### config.mk
export PLATFORM = sky130hd
export DESIGN_NAME = ir_pulse_distance_frame_decoder
export DESIGN_NICKNAME = d
export VERILOG_FILES = /design/src/irpd_pkg.sv /design/src/irpd_csr.sv /design/src/irpd_classify.sv /design/src/irpd_frame.sv /design/src/ir_pulse_distance_frame_decoder.sv
export SDC_FILE = /design/constraint.sdc
export NUM_CORES = 1
export LEC_CHECK = 0
export BUFFER_PORTS_ARGS = -buffer_cell sky130_fd_sc_hd__buf_2
export CAP_MARGIN = 10
export CORE_AREA = 2 2 191 193
export DETAILED_ROUTE_END_ITERATION = 8
export DIE_AREA = 0 0 193 195
export PLACE_DENSITY_LB_ADDON = 0.08
export SLEW_MARGIN = 20
export SYNTH_ARGS = -nofsm -noshare
export SYNTH_HDL_FRONTEND = slang
export SYNTH_SLANG_ARGS = --single-unit
export TNS_END_PERCENT = 1
### constraint.sdc
create_clock -name clock -period 7 [get_ports clock]
set_input_delay 1.05 -clock clock [delete_from_list [all_inputs] [get_ports clock]]
set_output_delay 1.05 -clock clock [all_outputs]
set_load 0.02 [all_outputs]
### src/irpd_pkg.sv
`timescale 1ns / 1ps
// ----------------------------------------------------------------------------
// irpd_pkg
// Types and constants shared by the IR pulse-distance frame decoder.
// ----------------------------------------------------------------------------
package irpd_pkg;

   localparam int TIME_WIDTH      = 24;
   localparam int CSR_INDEX_WIDTH = 3;
   localparam int FRAME_WIDTH     = 32;
   localparam int BYTE_WIDTH      = 8;
   localparam int INDEX_WIDTH     = 6;

   // Register indexes
   localparam logic [CSR_INDEX_WIDTH-1:0] CSR_START_MIN = 3'd0;
   localparam logic [CSR_INDEX_WIDTH-1:0] CSR_START_MAX = 3'd1;
   localparam logic [CSR_INDEX_WIDTH-1:0] CSR_ONE_MIN   = 3'd2;
   localparam logic [CSR_INDEX_WIDTH-1:0] CSR_ONE_MAX   = 3'd3;
   localparam logic [CSR_INDEX_WIDTH-1:0] CSR_ZERO_MIN  = 3'd4;
   localparam logic [CSR_INDEX_WIDTH-1:0] CSR_ZERO_MAX  = 3'd5;
   localparam logic [CSR_INDEX_WIDTH-1:0] CSR_GAP_MIN   = 3'd6;

   // Reset values of the timing windows, in microseconds
   localparam logic [TIME_WIDTH-1:0] START_MIN_RESET = 24'd10000;
   localparam logic [TIME_WIDTH-1:0] START_MAX_RESET = 24'd15000;
   localparam logic [TIME_WIDTH-1:0] ONE_MIN_RESET   = 24'd2000;
   localparam logic [TIME_WIDTH-1:0] ONE_MAX_RESET   = 24'd2400;
   localparam logic [TIME_WIDTH-1:0] ZERO_MIN_RESET  = 24'd1000;
   localparam logic [TIME_WIDTH-1:0] ZERO_MAX_RESET  = 24'd1200;
   localparam logic [TIME_WIDTH-1:0] GAP_MIN_RESET   = 24'd20000;

   localparam logic [INDEX_WIDTH-1:0] INDEX_FULL     = 6'd32;
   localparam logic [INDEX_WIDTH-1:0] INDEX_OVERFLOW = 6'd33;

   typedef struct packed {
      logic [TIME_WIDTH-1:0] start_min;
      logic [TIME_WIDTH-1:0] start_max;
      logic [TIME_WIDTH-1:0] one_min;
      logic [TIME_WIDTH-1:0] one_max;
      logic [TIME_WIDTH-1:0] zero_min;
      logic [TIME_WIDTH-1:0] zero_max;
      logic [TIME_WIDTH-1:0] gap_min;
   } cfg_type;

   typedef struct packed {
      logic is_start;
      logic is_one;
      logic is_zero;
      logic is_gap;
   } class_type;

   typedef struct packed {
      logic [BYTE_WIDTH-1:0]  address;
      logic [BYTE_WIDTH-1:0]  address_inverted;
      logic [BYTE_WIDTH-1:0]  data;
      logic [BYTE_WIDTH-1:0]  data_inverted;
      logic                   frame_ok;
      logic [INDEX_WIDTH-1:0] bits_seen;
   } result_type;

endpackage

### src/irpd_csr.sv
`timescale 1ns / 1ps
// ----------------------------------------------------------------------------
// irpd_csr
// Timing window registers, written over the csr channel.
// ----------------------------------------------------------------------------
module irpd_csr
   import irpd_pkg::*;
(
   input  logic                       clock,
   input  logic                       reset,
   input  logic                       wr_en,
   input  logic [CSR_INDEX_WIDTH-1:0] wr_index,
   input  logic [TIME_WIDTH-1:0]      wr_data,
   output cfg_type                    cfg
);

   cfg_type cfg_ff, cfg_in;

   always_comb begin
      cfg_in = cfg_ff;
      if (wr_en) begin
         case (wr_index)
            CSR_START_MIN: cfg_in.start_min = wr_data;
            CSR_START_MAX: cfg_in.start_max = wr_data;
            CSR_ONE_MIN:   cfg_in.one_min   = wr_data;
            CSR_ONE_MAX:   cfg_in.one_max   = wr_data;
            CSR_ZERO_MIN:  cfg_in.zero_min  = wr_data;
            CSR_ZERO_MAX:  cfg_in.zero_max  = wr_data;
            CSR_GAP_MIN:   cfg_in.gap_min   = wr_data;
            default: ;     // unmapped index, write dropped
         endcase
      end
   end

   always_ff @(posedge clock) begin
      if (reset) begin
         cfg_ff.start_min <= START_MIN_RESET;
         cfg_ff.start_max <= START_MAX_RESET;
         cfg_ff.one_min   <= ONE_MIN_RESET;
         cfg_ff.one_max   <= ONE_MAX_RESET;
         cfg_ff.zero_min  <= ZERO_MIN_RESET;
         cfg_ff.zero_max  <= ZERO_MAX_RESET;
         cfg_ff.gap_min   <= GAP_MIN_RESET;
      end else begin
         cfg_ff <= cfg_in;
      end
   end

   assign cfg = cfg_ff;

endmodule

### src/irpd_classify.sv
`timescale 1ns / 1ps
// ----------------------------------------------------------------------------
// irpd_classify
// Sorts one interval into the start, one, zero and gap windows.
// ----------------------------------------------------------------------------
module irpd_classify
   import irpd_pkg::*;
(
   input  logic [TIME_WIDTH-1:0] interval,
   input  cfg_type               cfg,
   output class_type             cls
);

   // all window bounds are exclusive
   assign cls.is_start = (interval > cfg.start_min) && (interval < cfg.start_max);
   assign cls.is_one   = (interval > cfg.one_min)   && (interval < cfg.one_max);
   assign cls.is_zero  = (interval > cfg.zero_min)  && (interval < cfg.zero_max);
   assign cls.is_gap   = (interval > cfg.gap_min);

endmodule

### src/irpd_frame.sv
`timescale 1ns / 1ps
// ----------------------------------------------------------------------------
// irpd_frame
// Frame state: receive flag, bit shift-in and end-of-frame result.
// ----------------------------------------------------------------------------
module irpd_frame
   import irpd_pkg::*;
(
   input  logic       clock,
   input  logic       reset,
   input  logic       step,
   input  class_type  cls,
   output logic       emit,
   output result_type result
);

   logic                   receiving_ff, receiving_in;
   logic [FRAME_WIDTH-1:0] frame_bits_ff, frame_bits_in;
   logic [INDEX_WIDTH-1:0] bit_index_ff, bit_index_in;
   logic                   store, store_one;

   // one window wins over zero, zero over gap
   assign store     = receiving_ff && (cls.is_one || cls.is_zero);
   assign store_one = cls.is_one;
   assign emit      = receiving_ff && !cls.is_one && !cls.is_zero && cls.is_gap;

   always_comb begin
      receiving_in  = receiving_ff;
      frame_bits_in = frame_bits_ff;
      bit_index_in  = bit_index_ff;
      if (step) begin
         if (!receiving_ff) begin
            if (cls.is_start) begin
               receiving_in = 1'b1;
               bit_index_in = '0;
            end
         end else if (store) begin
            if (bit_index_ff < INDEX_FULL) begin
               frame_bits_in[bit_index_ff[4:0]] = store_one;
               bit_index_in = bit_index_ff + 6'd1;
            end else begin
               bit_index_in = INDEX_OVERFLOW;
            end
         end else if (emit) begin
            receiving_in = 1'b0;
         end
      end
   end

   always_ff @(posedge clock) begin
      if (reset) begin
         receiving_ff  <= 1'b0;
         frame_bits_ff <= '0;
         bit_index_ff  <= '0;
      end else begin
         receiving_ff  <= receiving_in;
         frame_bits_ff <= frame_bits_in;
         bit_index_ff  <= bit_index_in;
      end
   end

   assign result.address          = frame_bits_ff[7:0];
   assign result.address_inverted = frame_bits_ff[15:8];
   assign result.data             = frame_bits_ff[23:16];
   assign result.data_inverted    = frame_bits_ff[31:24];
   assign result.frame_ok = ((frame_bits_ff[7:0] & frame_bits_ff[15:8]) |
                             (frame_bits_ff[23:16] & frame_bits_ff[31:24])) == 8'd0;
   assign result.bits_seen        = bit_index_ff;

endmodule

### src/ir_pulse_distance_frame_decoder.sv
`timescale 1ns / 1ps
// ----------------------------------------------------------------------------
// ir_pulse_distance_frame_decoder
// Pulse-distance IR remote frame decoder: edge intervals in, frames out.
// ----------------------------------------------------------------------------
//  channel | handshake          | payload
//  req     | valid / stall      | interval_us[23:0]
//  rsp     | valid / stall      | address, address_inverted, data,
//          |                    | data_inverted, frame_ok, bits_seen
//  csr     | valid / ready      | index[2:0], wdata[23:0]
//
//  One interval per cycle while req is not stalled; each beat is registered in the
//  input register, and a beat that closes a frame registers its result for rsp.
//  The input only stalls while a finished frame waits and rsp is stalled.
//  Reset is synchronous; windows return to their defaults, no clearing pass.
//  csr_ready is always high.
// ----------------------------------------------------------------------------
module ir_pulse_distance_frame_decoder
   import irpd_pkg::*;
(
   input  logic                       clock,
   input  logic                       reset,
   input  logic                       req_valid,
   output logic                       req_stall,
   input  logic [TIME_WIDTH-1:0]      req_interval_us,
   output logic                       rsp_valid,
   input  logic                       rsp_stall,
   output logic [BYTE_WIDTH-1:0]      rsp_address,
   output logic [BYTE_WIDTH-1:0]      rsp_address_inverted,
   output logic [BYTE_WIDTH-1:0]      rsp_data,
   output logic [BYTE_WIDTH-1:0]      rsp_data_inverted,
   output logic                       rsp_frame_ok,
   output logic [INDEX_WIDTH-1:0]     rsp_bits_seen,
   input  logic                       csr_valid,
   output logic                       csr_ready,
   input  logic [CSR_INDEX_WIDTH-1:0] csr_index,
   input  logic [TIME_WIDTH-1:0]      csr_wdata
);

   cfg_type    cfg;
   class_type  cls;
   result_type result, result_ff;
   logic       emit, advance, req_take, rsp_take;
   logic       in_valid_ff, in_valid_in;
   logic       out_valid_ff, out_valid_in;
   logic [TIME_WIDTH-1:0] interval_ff;

   assign csr_ready = 1'b1;

   irpd_csr u_csr (
      .clock    (clock),
      .reset    (reset),
      .wr_en    (csr_valid && csr_ready),
      .wr_index (csr_index),
      .wr_data  (csr_wdata),
      .cfg      (cfg)
   );

   irpd_classify u_classify (
      .interval (interval_ff),
      .cfg      (cfg),
      .cls      (cls)
   );

   irpd_frame u_frame (
      .clock  (clock),
      .reset  (reset),
      .step   (advance),
      .cls    (cls),
      .emit   (emit),
      .result (result)
   );

   // held beat moves on unless it closes a frame and the result slot is blocked
   assign rsp_take  = out_valid_ff && !rsp_stall;
   assign advance   = in_valid_ff && (!emit || !out_valid_ff || !rsp_stall);
   assign req_stall = in_valid_ff && !advance;
   assign req_take  = req_valid && !req_stall;

   assign in_valid_in  = req_take ? 1'b1 : (advance ? 1'b0 : in_valid_ff);
   assign out_valid_in = (advance && emit) ? 1'b1 : (rsp_take ? 1'b0 : out_valid_ff);

   always_ff @(posedge clock) begin
      if (reset) begin
         in_valid_ff  <= 1'b0;
         out_valid_ff <= 1'b0;
      end else begin
         in_valid_ff  <= in_valid_in;
         out_valid_ff <= out_valid_in;
      end
   end

   always_ff @(posedge clock) begin
      if (req_take) begin
         interval_ff <= req_interval_us;
      end
      if (advance && emit) begin
         result_ff <= result;
      end
   end

   assign rsp_valid            = out_valid_ff;
   assign rsp_address          = result_ff.address;
   assign rsp_address_inverted = result_ff.address_inverted;
   assign rsp_data             = result_ff.data;
   assign rsp_data_inverted    = result_ff.data_inverted;
   assign rsp_frame_ok         = result_ff.frame_ok;
   assign rsp_bits_seen        = result_ff.bits_seen;

endmodule

== Word level (Yosys, flattened, before mapping) ==
Cells that the tools add are included.

* Bits in registers: 272
* Input bits: 56
* Latch bits: 0
* Bits in read-only memories: 0
* Memories: 0
* Logic and storage cells: 92
* Memory bits (writable): 0
* Output and inout bits: 42

* Shift operators: 0
* $add $sub $neg: 1
* Reduce and logical (&&, ||, !) cells: 37
* Muxes and demuxes: 15
* Bitwise logic cells: 3
* $mul: 0
* Div/mod/pow operators: 0
* Equality and inequality tests: 7
* Order comparisons: 10

{| class="wikitable"
|+ Operators with widths
! cell !! count
|-
| $gt 24x24->1 || 4
|-
| $lt 24x24->1 || 3
|-
| $bwmux 32 || 1
|-
| $mux 6 || 4
|-
| $and 8x8->8 || 2
|-
| $reduce_and 2->1 || 7
|-
| $logic_and 1x1->1 || 13
|-
| $eq 3x3->1 const B || 3
|-
| $mux 1 || 9
|-
| $logic_not 8->1 || 1
|-
| $or 8x8->8 || 1
|-
| $logic_not 1->1 || 7
|-
| $add 6x1->6 const B || 1
|-
| $eq 3x2->1 const B || 2
|-
| $lt 5x6->1 const B || 1
|-
| $lt 6x6->1 const B || 1
|-
| $reduce_bool 2->1 || 3
|-
| $demux 1 s5 || 1
|-
| $ge 5x1->1 const B || 1
|-
| $reduce_and 4->1 || 1
|-
| $eq 3x1->1 const B || 1
|-
| $logic_not 3->1 || 1
|-
| $logic_or 1x1->1 || 3
|-
| $reduce_and 3->1 || 1
|-
| $ne 2x2->1 const B || 1
|}

== Depth between registers and ports, before layout ==
Gate-level depths: netlist of run 1.

* Depth in word-level cells: 15
* Gate-level depth with buffers: 11
* Mapped depth without buffers: 10

== Modules after synthesis ==
Synthesis of run 1 repeated with hierarchy kept, for this count alone.

* Cells, all modules: 1460
* Area total of the unflattened synthesis: 14716.6 um^2

{| class="wikitable"
|+ Modules (own cells, without submodules)
! module !! seq. area each (um^2) !! area each (um^2) !! times used !! cells each
|-
| irpd_csr || 3363.2 || 6548.8 || 1 || 598
|-
| irpd_classify || 0.0 || 4067.7 || 1 || 568
|-
| irpd_frame || 780.7 || 2104.5 || 1 || 216
|-
| ir_pulse_distance_frame_decoder || 1931.9 || 1995.7 || 1 || 78
|}

== Worst setup path before layout of run 1 ==
OpenSTA, ideal clock, no wires.

* Path kind: register to register
* Start: register interval_ff[11]
* End: register result_ff (netlist bit rsp_address[0]), enable pin
* Path buffers: 0
* Period minus slack after synthesis: 4.266 ns
* Arrival time: 3.831 ns
* Required time: 6.565 ns
* Cell stages (with the launch flop): 10
* Setup time: 0.435 ns
* Path slack: 2.734 ns
* Cells stage by stage: edfxtp_1 -> ha_1 -> a21oi_1 -> o21ai_1 -> a2111oi_0 -> a21oi_1 -> o211a_2 -> a21oi_4 -> o311ai_1 -> nor2_1

* Longest elaborated chain between the ends: 11
* Elaborated cells between the ends (all ways): 17
* Those cells by class: order compare (5); reduce/logical (12)

{| class="wikitable"
|+ Ends and longest elaborated chain
! element !! RTL line !! text
|-
| from (decl) || ir_pulse_distance_frame_decoder.sv:46 || <nowiki>logic [TIME_WIDTH-1:0] interval_ff;</nowiki>
|-
| from (signal assigned) || ir_pulse_distance_frame_decoder.sv:95 || <nowiki>interval_ff <= req_interval_us;</nowiki>
|-
| $gt 24x24->1 / $lt 24x24->1 (equally long branches) || irpd_classify.sv:16 || <nowiki>assign cls.is_one = (interval > cfg.one_min) && (interval < cfg.one_max);</nowiki>
|-
| $logic_and 1x1->1 || irpd_classify.sv:16 ||
|-
| $logic_not 1->1 || irpd_frame.sv:25 || <nowiki>assign emit = receiving_ff && !cls.is_one && !cls.is_zero && cls.is_gap;</nowiki>
|-
| $logic_and 1x1->1 (2 in a row) || irpd_frame.sv:25 ||
|-
| $logic_and 1x1->1 * || irpd_frame.sv:25 ||
|-
| $logic_not 1->1 || ir_pulse_distance_frame_decoder.sv:76 || <nowiki>assign advance = in_valid_ff && (!emit || !out_valid_ff || !rsp_stall);</nowiki>
|-
| $logic_or 1x1->1 (2 in a row) || ir_pulse_distance_frame_decoder.sv:76 ||
|-
| $logic_and 1x1->1 || ir_pulse_distance_frame_decoder.sv:76 ||
|-
| $logic_and 1x1->1 * || ir_pulse_distance_frame_decoder.sv:97 || <nowiki>if (advance && emit) begin</nowiki>
|-
| to (signal assigned) || ir_pulse_distance_frame_decoder.sv:98 || <nowiki>result_ff <= result;</nowiki>
|-
| to (decl) || ir_pulse_distance_frame_decoder.sv:42 || <nowiki>result_type result, result_ff;</nowiki>
|}

Mark *: on every way between the ends. The rest lies on a longest branch, timed or not.
A chain may end at the register's enable or synchronous reset.

== Final worst setup path of run 1 ==
* Start: register interval_ff[23]
* End: output req_stall

* Longest elaborated chain between the ends: 12
* Elaborated cells between the ends (all ways): 18
* Those cells by class: order compare (5); reduce/logical (13)

{| class="wikitable"
|+ Ends and longest elaborated chain
! element !! RTL line !! text
|-
| $gt 24x24->1 / $lt 24x24->1 (equally long branches) || irpd_classify.sv:16 ||
|-
| $logic_and 1x1->1 || irpd_classify.sv:16 ||
|-
| $logic_not 1->1 || irpd_frame.sv:25 ||
|-
| $logic_and 1x1->1 (2 in a row) || irpd_frame.sv:25 ||
|-
| $logic_and 1x1->1 * || irpd_frame.sv:25 ||
|-
| $logic_not 1->1 * || ir_pulse_distance_frame_decoder.sv:76 ||
|-
| $logic_or 1x1->1 * (2 in a row) || ir_pulse_distance_frame_decoder.sv:76 ||
|-
| $logic_and 1x1->1 * || ir_pulse_distance_frame_decoder.sv:76 ||
|-
| $logic_not 1->1 * || ir_pulse_distance_frame_decoder.sv:77 || <nowiki>assign req_stall = in_valid_ff && !advance;</nowiki>
|-
| $logic_and 1x1->1 * || ir_pulse_distance_frame_decoder.sv:77 ||
|-
| to (decl) || ir_pulse_distance_frame_decoder.sv:24 || <nowiki>output logic req_stall,</nowiki>
|}

Marks and branches as above.

==> results of run 1 <==
[worst max-delay path by stage]
stage / start / end / slack, ns / depth (start not counted)
3_5_place_dp: interval_ff[23] / req_stall / 2.07 / 11
6_report: interval_ff[23] / req_stall / 1.57 / 11
3_3_place_gp: interval_ff[22] / req_stall / 2.17 / 11
2_1_floorplan: interval_ff[11] / rsp_address[0] / 2.73 / 9
5_1_grt: interval_ff[23] / req_stall / 1.23 / 11
4_1_cts: interval_ff[23] / req_stall / 1.49 / 11
[report_power, final]
| group | switching, mW | internal [mW] | total (mW) |
|---|---|---|---|
| Sequential | 0.0390 | 1.64 | 1.68 |
| Combinational | 0.249 | 0.132 | 0.381 |
| Clock | 0.681 | 1.05 | 1.73 |
| Total | 0.969 | 2.82 | 3.79 |
[registers in the layout (all words and copies together) (netlist names)]
register               count
rsp_address                8
rsp_valid                  1
interval_ff               24
rsp_data                   8
rsp_address_inverted       8
u_frame.frame_bits_ff     32
in_valid_ff                1
rsp_data_inverted          8
rsp_bits_seen              6
u_frame.receiving_ff       1
u_csr.cfg                168
rsp_frame_ok               1
u_frame.bit_index_ff       6
[metrics by stage]
stage	cells	power, mW
CTS	2170	3.840
finish	2171	3.793
global route	2170	3.959
floorplan	1608	1.942
global placement	2109	2.086
detailed placement	2109	2.093
[cells in the mapped netlist (all sizes together), types with 3 or more instances]
master | instances | area, µm²
clkbuf | 64 | 242.7
a2111oi | 4 | 41.29
ha | 169 | 2115
o21ai | 53 | 265.3
o21a | 3 | 22.52
nand2b | 8 | 50.05
nor3 | 6 | 30.03
dfxtp | 209 | 4184
a211oi | 7 | 57.55
buf | 6 | 35.03
nand3 | 61 | 305.3
or3 | 3 | 18.77
nand2 | 373 | 1400
a21oi | 225 | 1137
and4 | 3 | 26.28
o211ai | 44 | 330.3
inv | 166 | 623.1
nand4 | 30 | 193.9
a21o | 20 | 150.1
a221oi | 4 | 35.03
edfxtp | 63 | 1892
nor2b | 9 | 56.30
nor2 | 31 | 116.4
nor4 | 7 | 50.05
a22oi | 6 | 45.04
[kinds of logic (layout without fill, tap and decap cells)]
| family | Yosys count | in the layout | synth area share |
|---|---|---|---|
| fa+ha+maj | 169 | 169 | 0.1544 |
| other cells | 1 | 2 | 0.0002739 |
| buf+inv | 237 | 338 | 0.06607 |
| compound gates | 384 | 384 | 0.1634 |
| mux | 2 | 2 | 0.001462 |
| flops | 272 | 272 | 0.4438 |
| simple gates | 543 | 543 | 0.1706 |
[metal layers]
layer / vias up / routed length [µm] / global-route usage
met3: 54 / 2169 / 0.03846
met4: 0 / 830 / 0.05499
met1: 5317 / 19670 / 0.3155
met2: 256 / 19100 / 0.3613
li1: 5696 / - / -
met5: - / 0 / 0
[final cells by class]
| class | count | area (µm²) | share of cell area |
|---|---|---|---|
| diodes | 1 | 2.502 | 0.0001594 |
| clock buffers | 47 | 940.9 | 0.05993 |
| flip-flops and latches | 272 | 6076 | 0.3870 |
| repair buffers | 110 | 588.1 | 0.03745 |
| multi-input cells | 1099 | 6744 | 0.4295 |
| well taps | 461 | 576.8 | 0.03674 |
| clock inverters | 14 | 146.4 | 0.009323 |
| inverters | 167 | 626.9 | 0.03992 |
[worst register-to-register path: stages (launching register included)]
cell and delay, ns:
edfxtp_1 0.51, ha_1 0.36, nand4_1 0.16, nor4_1 0.49
o2111ai_1 0.19, a21o_1 0.20, o211a_2 0.36, a21oi_4 0.83
o311ai_1 0.24, buf_4 0.23, nor2_4 0.82
==> results by group, run 1 <==
Route
  – Final wirelength: 41.77 mm
  – Vias per inst: 5.216
  – Routed vias: about 11000
  – Routed Antenna Nets: 0
  – Number of detailed-route iterations in the first pass: 5
  – DR iter-0 viols: 777
  – DRC violations left: 0
  – Wire per inst: 19.24 µm

Placed design
  – I/O Buffers: 96
  – Post-DP HPWL: 29.23 mm
  – Placer Congestion: about 0.9
  – Post-Place Setup Slack: 2.069 ns
  – DP Area: 14610 µm²

STA
  – Least-Margin Pin Slew: 1.165 ns
  – Final TNS setup: 0 ns
  – Fin crit period: 5.430 ns
  – RSZ-0062 raised after global routing: no
  – Worst Skew: 0.01947 ns
  – Peak Freq: 184.2 MHz
  – Hold Fails Final Rpt: 0
  – Final setup fails: 0
  – Tcrit/Tclk final: 0.7757
  – Final setup margin: roughly 1.6 ns
  – Hold WS: 0.4487 ns
  – Max Transition Viols Final: 0
  – Relative slew slack: 0.2217

Clock network
  – H-tree levels: 2
  – Longest Clk Path Bufs: 3
  – CTS Buf Count: 34
  – CTS tree: built
  – Worst-Skew Late Latency: 0.52 ns
  – Post_cts resized: 0
  – TritonCTS Sinks: 272
  – Postcts setup bufs: 0
  – Clk root buf: clkbuf_16
  – Clk pin slew, worst setup/hold paths: roughly 0.06 ns
  – Hold buffer count at CTS: 0

Setup path
  – Crit path DAT: 4.38 ns
  – FF-to-FF setup slack: ~2.2 ns
  – Worst setup SP type: flip-flop
  – Worst flop-to-flop path startpoint: interval_ff[23]
  – Critical path buffer and inverter count: 2
  – Crit path capture type: output pin
  – CP Data Required Time: 5.95 ns
  – Critical path class: reg -> out
  – Worst path slowest cell: a21oi_4
  – FF-to-FF End: rsp_bits_seen[5]
  – Reg2Reg Depth: 10
  – Critical Path Fanout Max: between 40 and 50
  – Crit path max-delay family: compound AO/OA/AOI/OAI gates
  – Crit-path cells: ha_1 -> nand4_1 -> nor4_1 -> o2111ai_1 -> a21o_1 -> o211a_2 -> a21oi_4 -> o311ai_1 -> buf_4 -> nor2_1 -> buf_2
  – CP max stage delay: approximately 0.83 ns

Final layout
  – NumNets Final: ~1900
  – Most common cell after layout, fill and taps aside: nand2_1
  – Util after Layout: 0.4436
  – Area Growth Syn to Fin: 14.68%
  – Final instance area: between 15000 and 20000 µm²
  – Fraction of layout cells with a size suffix above 1: 0.1006
  – Fillcell total: 3553
  – Most frequent cells in the layout: nand2_1 (373), a21oi_1 (224), dfxtp_1 (209)

GRT
  – Gr usage total: 0.2255
  – Overflow after GRT: 0
  – Initial antenna violation count: 1
  – Largest net degree at the start of global routing: 72
  – Global-route wire length before repair: 64.23 mm
  – Vias in the first global route: 10810

Logic synthesis
  – Post-synth EDFFs: 63
  – Syn. warnings: 0
  – Primary FF master, synth: dfxtp_1
  – Number of distinct library cells after synthesis: 61
  – Fraction of registers with async set/reset: 0
  – Synth Register Bits: 272
  – Syn Nets: ~1800
  – Sequential fraction of the synthesis area: 0.4438
  – Syn_area_per_cell: around 8.5 µm²
  – Mapped cell area: roughly 14000 µm²
  – Cells after synthesis: ~1600

Flow run
  – Max capacitance violation total: 0

Run status
  – Outcome: complete, no violations

Die
  – Top-Level Pins: 98
  – Die Wd: 193 µm
  – Placeable Area: 35400 µm²
  – Die span in y: around 200 µm
  – Full die area: 37640 µm²
  – # rows: 69
  – Initial Utilization: 0.3868

Worst hold path
  – HP Class: reg -> reg
  – HP Start: u_csr.cfg[72]
  – WHS Path Cells: 2
  – Hold path endpoint: u_csr.cfg[72]

Power
  – VDD IR max: 0.1543 mV
  – Power per cell area: 241.5 nW/µm²
  – Leak: 5.944 nW
Note: power is estimated with default switching activity, not from simulation.
==> run 2: changes to the inputs <==
==> constraint.sdc (replaced) <==
create_clock -name clock -period 5.3 [get_ports clock]
set_input_delay 0.795 -clock clock [delete_from_list [all_inputs] [get_ports clock]]
set_output_delay 0.795 -clock clock [all_outputs]
set_load 0.02 [all_outputs]
==> run 2 against run 1 <==
Effect of this change:
- design area about the same
- final cell count about the same
- flip-flop and latch count unchanged
- critical endpoint unchanged
- critical path depth decreased by 1
- clock skew decreased by 0.0064 ns
- core utilization about the same
- global-route usage decreased by 0.37 points
- total power increased by 31%
==> results by group, run 2 (synthesized netlist as in run 1, its figures left out) <==
Run status
  – Outcome: complete, no violations

Setup path
  – Worst setup SP type: flip-flop
  – Crit path capture type: output pin
  – FF-to-FF End: rsp_address[3]
  – CP Data Required Time: 4.51 ns (-1.44 ns)
  – Critical Path Fanout Max: 7 (-83%)
  – Crit-path most repeated cell: nor2_1
  – CP max stage delay: 0.82 ns (about the same)
  – Reg2Reg Depth: 9 (-1)
  – Crit-path cells: ha_1 -> a21o_1 -> a21o_1 -> a21oi_1 -> nor2_1 -> a211oi_1 -> nor2_1 -> o311ai_1 -> nor2_1 -> buf_2
  – Termination of the worst setup path: req_stall
  – Crit path DAT: 3.98 ns (-0.40 ns)
  – FF-to-FF setup slack: 1.13 ns (-1.07 ns)
  – CP startpoint: interval_ff[13]
  – Critical path class: reg -> out
  – Worst path slowest cell: o311ai_1
  – Worst flop-to-flop path startpoint: interval_ff[23]

GRT
  – Initial antenna violation count: 1 (unchanged)
  – Gr usage total: 0.2218 (-0.003727)
  – Global-route wire length before repair: 63.91 mm (-0.50%)
  – Met2 usage: 0.3603 (-0.001062)
  – Met3 Resource Use GR: 0.02858 (-0.009885)
  – Vias in the first global route: 10970 (+1.5%)
  – Largest net degree at the start of global routing: 90 (+25%)
  – Gr busiest metal: met2
  – Overflow after GRT: 0 (unchanged)
  – Grt met1 use: 0.3117 (-0.003779)

Clock network
  – Hold buffer count at CTS: 0 (unchanged)
  – Clk root buf: clkbuf_16
  – CTS Buf Count: 31 (-8.8%)
  – Clk pin slew, worst setup/hold paths: 0.06 ns (about the same)
  – CTS tree: built
  – TritonCTS Sinks: 272 (unchanged)
  – Longest Clk Path Bufs: 3 (unchanged)
  – H-tree levels: 1 (-1)
  – Worst-Skew Late Latency: 0.57 ns (+0.05 ns)

Power
  – Leak: 5.945 nW (about the same)
  – VDD IR max: 0.2432 mV (+58%)
  – Clock share of power: 0.453 (-0.004)
  – Internal power: 3.711 mW (+31%)
  – Power share of the sequential group: 0.445 (+0.002)
  – Power per cell area: 317.2 nW/µm² (+31%)
  – Gate power share: 0.102 (+0.002)
  – Sw frac: 0.2554 (about the same)
  – Sw Pwr: 1.272 mW (+31%)

Final layout
  – Area Growth Syn to Fin: 14.74% (about the same)
  – Max reg flops: 168 (unchanged)
  – NumNets Final: 1908 (-0.052%)
  – Most common cell after layout, fill and taps aside: nand2_1
  – Fraction of layout cells with a size suffix above 1: 0.1043 (+0.003633)
  – Most frequent cells in the layout: nand2_1 (373), a21oi_1 (224), dfxtp_1 (209)

STA
  – Peak Freq: 209.4 MHz
  – Hold Fails Final Rpt: 0 (unchanged)
  – Final setup fails: 0 (unchanged)
  – Tcrit/Tclk final: 0.9012
  – Final TNS setup: 0 ns (unchanged)
  – Relative slew slack: 0.2688 (+0.04708)
  – Fin crit period: about 4.8 ns
  – RSZ-0062 raised after global routing: no
  – Least-Margin Pin Slew: 1.094 ns (-0.07087 ns)
  – Max Transition Viols Final: 0 (unchanged)
  – Hold WS: 0.3969 ns (-0.05189 ns)
  – Worst Skew: 0.01311 ns (-0.006359 ns)

Die
  – Placeable Area: 35400 µm² (unchanged)
  – Die span in y: 195 µm (unchanged)
  – Full die area: 37640 µm² (unchanged)
  – Die Wd: 193 µm (unchanged)
  – Initial Utilization: 0.3868 (unchanged)
  – # rows: 69 (unchanged)
  – Top-Level Pins: 98 (unchanged)

Route
  – Number of detailed-route iterations in the first pass: 5 (unchanged)
  – Routed vias: 11170 (-1.3%)
  – DRC violations left: 0 (unchanged)
  – Wire per inst: 19.15 µm (-0.46%)
  – Routed Antenna Nets: 0 (unchanged)
  – Final wirelength: 41.54 mm (-0.55%)
  – Vias per inst: 5.150 (-1.3%)
  – DR iter-0 viols: 671 (-14%)

Placed design
  – I/O Buffers: 96 (unchanged)
  – Post-DP HPWL: 28.89 mm (-1.2%)
  – Placer Congestion: 0.8577 (-2.2%)

Flow run
  – Max capacitance violation total: 0 (unchanged)

Worst hold path
  – HP Class: in -> reg
run 2: changes by cell type in the layout (fill, tap and decap cells not counted), moves of 2 or more:
cell	delta
clkbuf_8	+5
clkbuf_16	-4
clkinv_1	-4
clkbuf_1	-3
a21oi_2	+2
run 2: cell type report:
cell class	count	area, µm²
inverter	167	626.9
clock buffer	45	898.4
multi-input combinational	1101	6768
clock inverter	12	173.9
fill	3515	19690
tap	461	576.8
timing repair buffer	110	588.1
sequential	272	6076
antenna	1	2.502
run 2: power by group through the flow:
| stage | clock network (mW) | logic [mW] | registers [mW] |
|---|---|---|---|
| after floorplan | 0 | 0.320 | 2.24 |
| after global placement | 0 | 0.493 | 2.26 |
| after detailed placement | 0 | 0.496 | 2.26 |
| after CTS | 2.31 | 0.506 | 2.22 |
| after global routing | 2.39 | 0.580 | 2.22 |
| final | 2.26 | 0.509 | 2.22 |
run 2: timing repair:
item                                    in CTS  in global routing
gates resized for setup                      0                  0
endpoints found under the setup margin       1                  1
cloned                                       1                  1
setup buffers                                0                  1
run 2: critical path: cells and delay by family, from the launching register on:
kind	cells	cell delay (ns)
buffers and inverters	1	0.22
AND/OR/NAND/NOR	3	0.48
adder cells (fa/ha/maj)	1	0.37
flip-flops	1	0.56
AO/OA/AOI/OAI	5	1.77
run 2: how the worst min path moves through the flow:
| stage | end | slack, ns | cells after the start | from |
|---|---|---|---|---|
| 2_1_floorplan | rsp_bits_seen[2] | 0.41 | 0 | u_frame.bit_index_ff[2] |
| 3_3_place_gp | rsp_data[3] | 0.44 | 0 | u_frame.frame_bits_ff[19] |
| 3_5_place_dp | rsp_data[3] | 0.44 | 0 | u_frame.frame_bits_ff[19] |
| 4_1_cts | interval_ff[2] | 0.37 | 1 | req_interval_us[2] |
| 5_1_grt | interval_ff[2] | 0.38 | 1 | req_interval_us[2] |
| 6_report | interval_ff[2] | 0.40 | 1 | req_interval_us[2] |
run 2: routing by layer:
layer  vias up  wire length [µm]
met5         -                 0
li1       5683                 -
met3        67              1918
met1      5188             19620
met2       233             18920
met4         0              1089
run 2: through the flow:
stage / total power, mW / instances / worst slack (ns) / util / cell area (µm²)
after floorplan: 2.565 / 1608 / 1.034 / - / 13690
after global placement: 2.754 / 2108 / 0.4137 / 0.4126 / 14600
after detailed placement: 2.760 / 2108 / 0.2701 / 0.4127 / 14610
after CTS: 5.039 / 2166 / 0.07849 / 0.4433 / 15690
after global routing: 5.191 / 2168 / 0.2626 / 0.4438 / 15710
final: 4.983 / 2169 / 0.5236 / 0.4438 / 15710
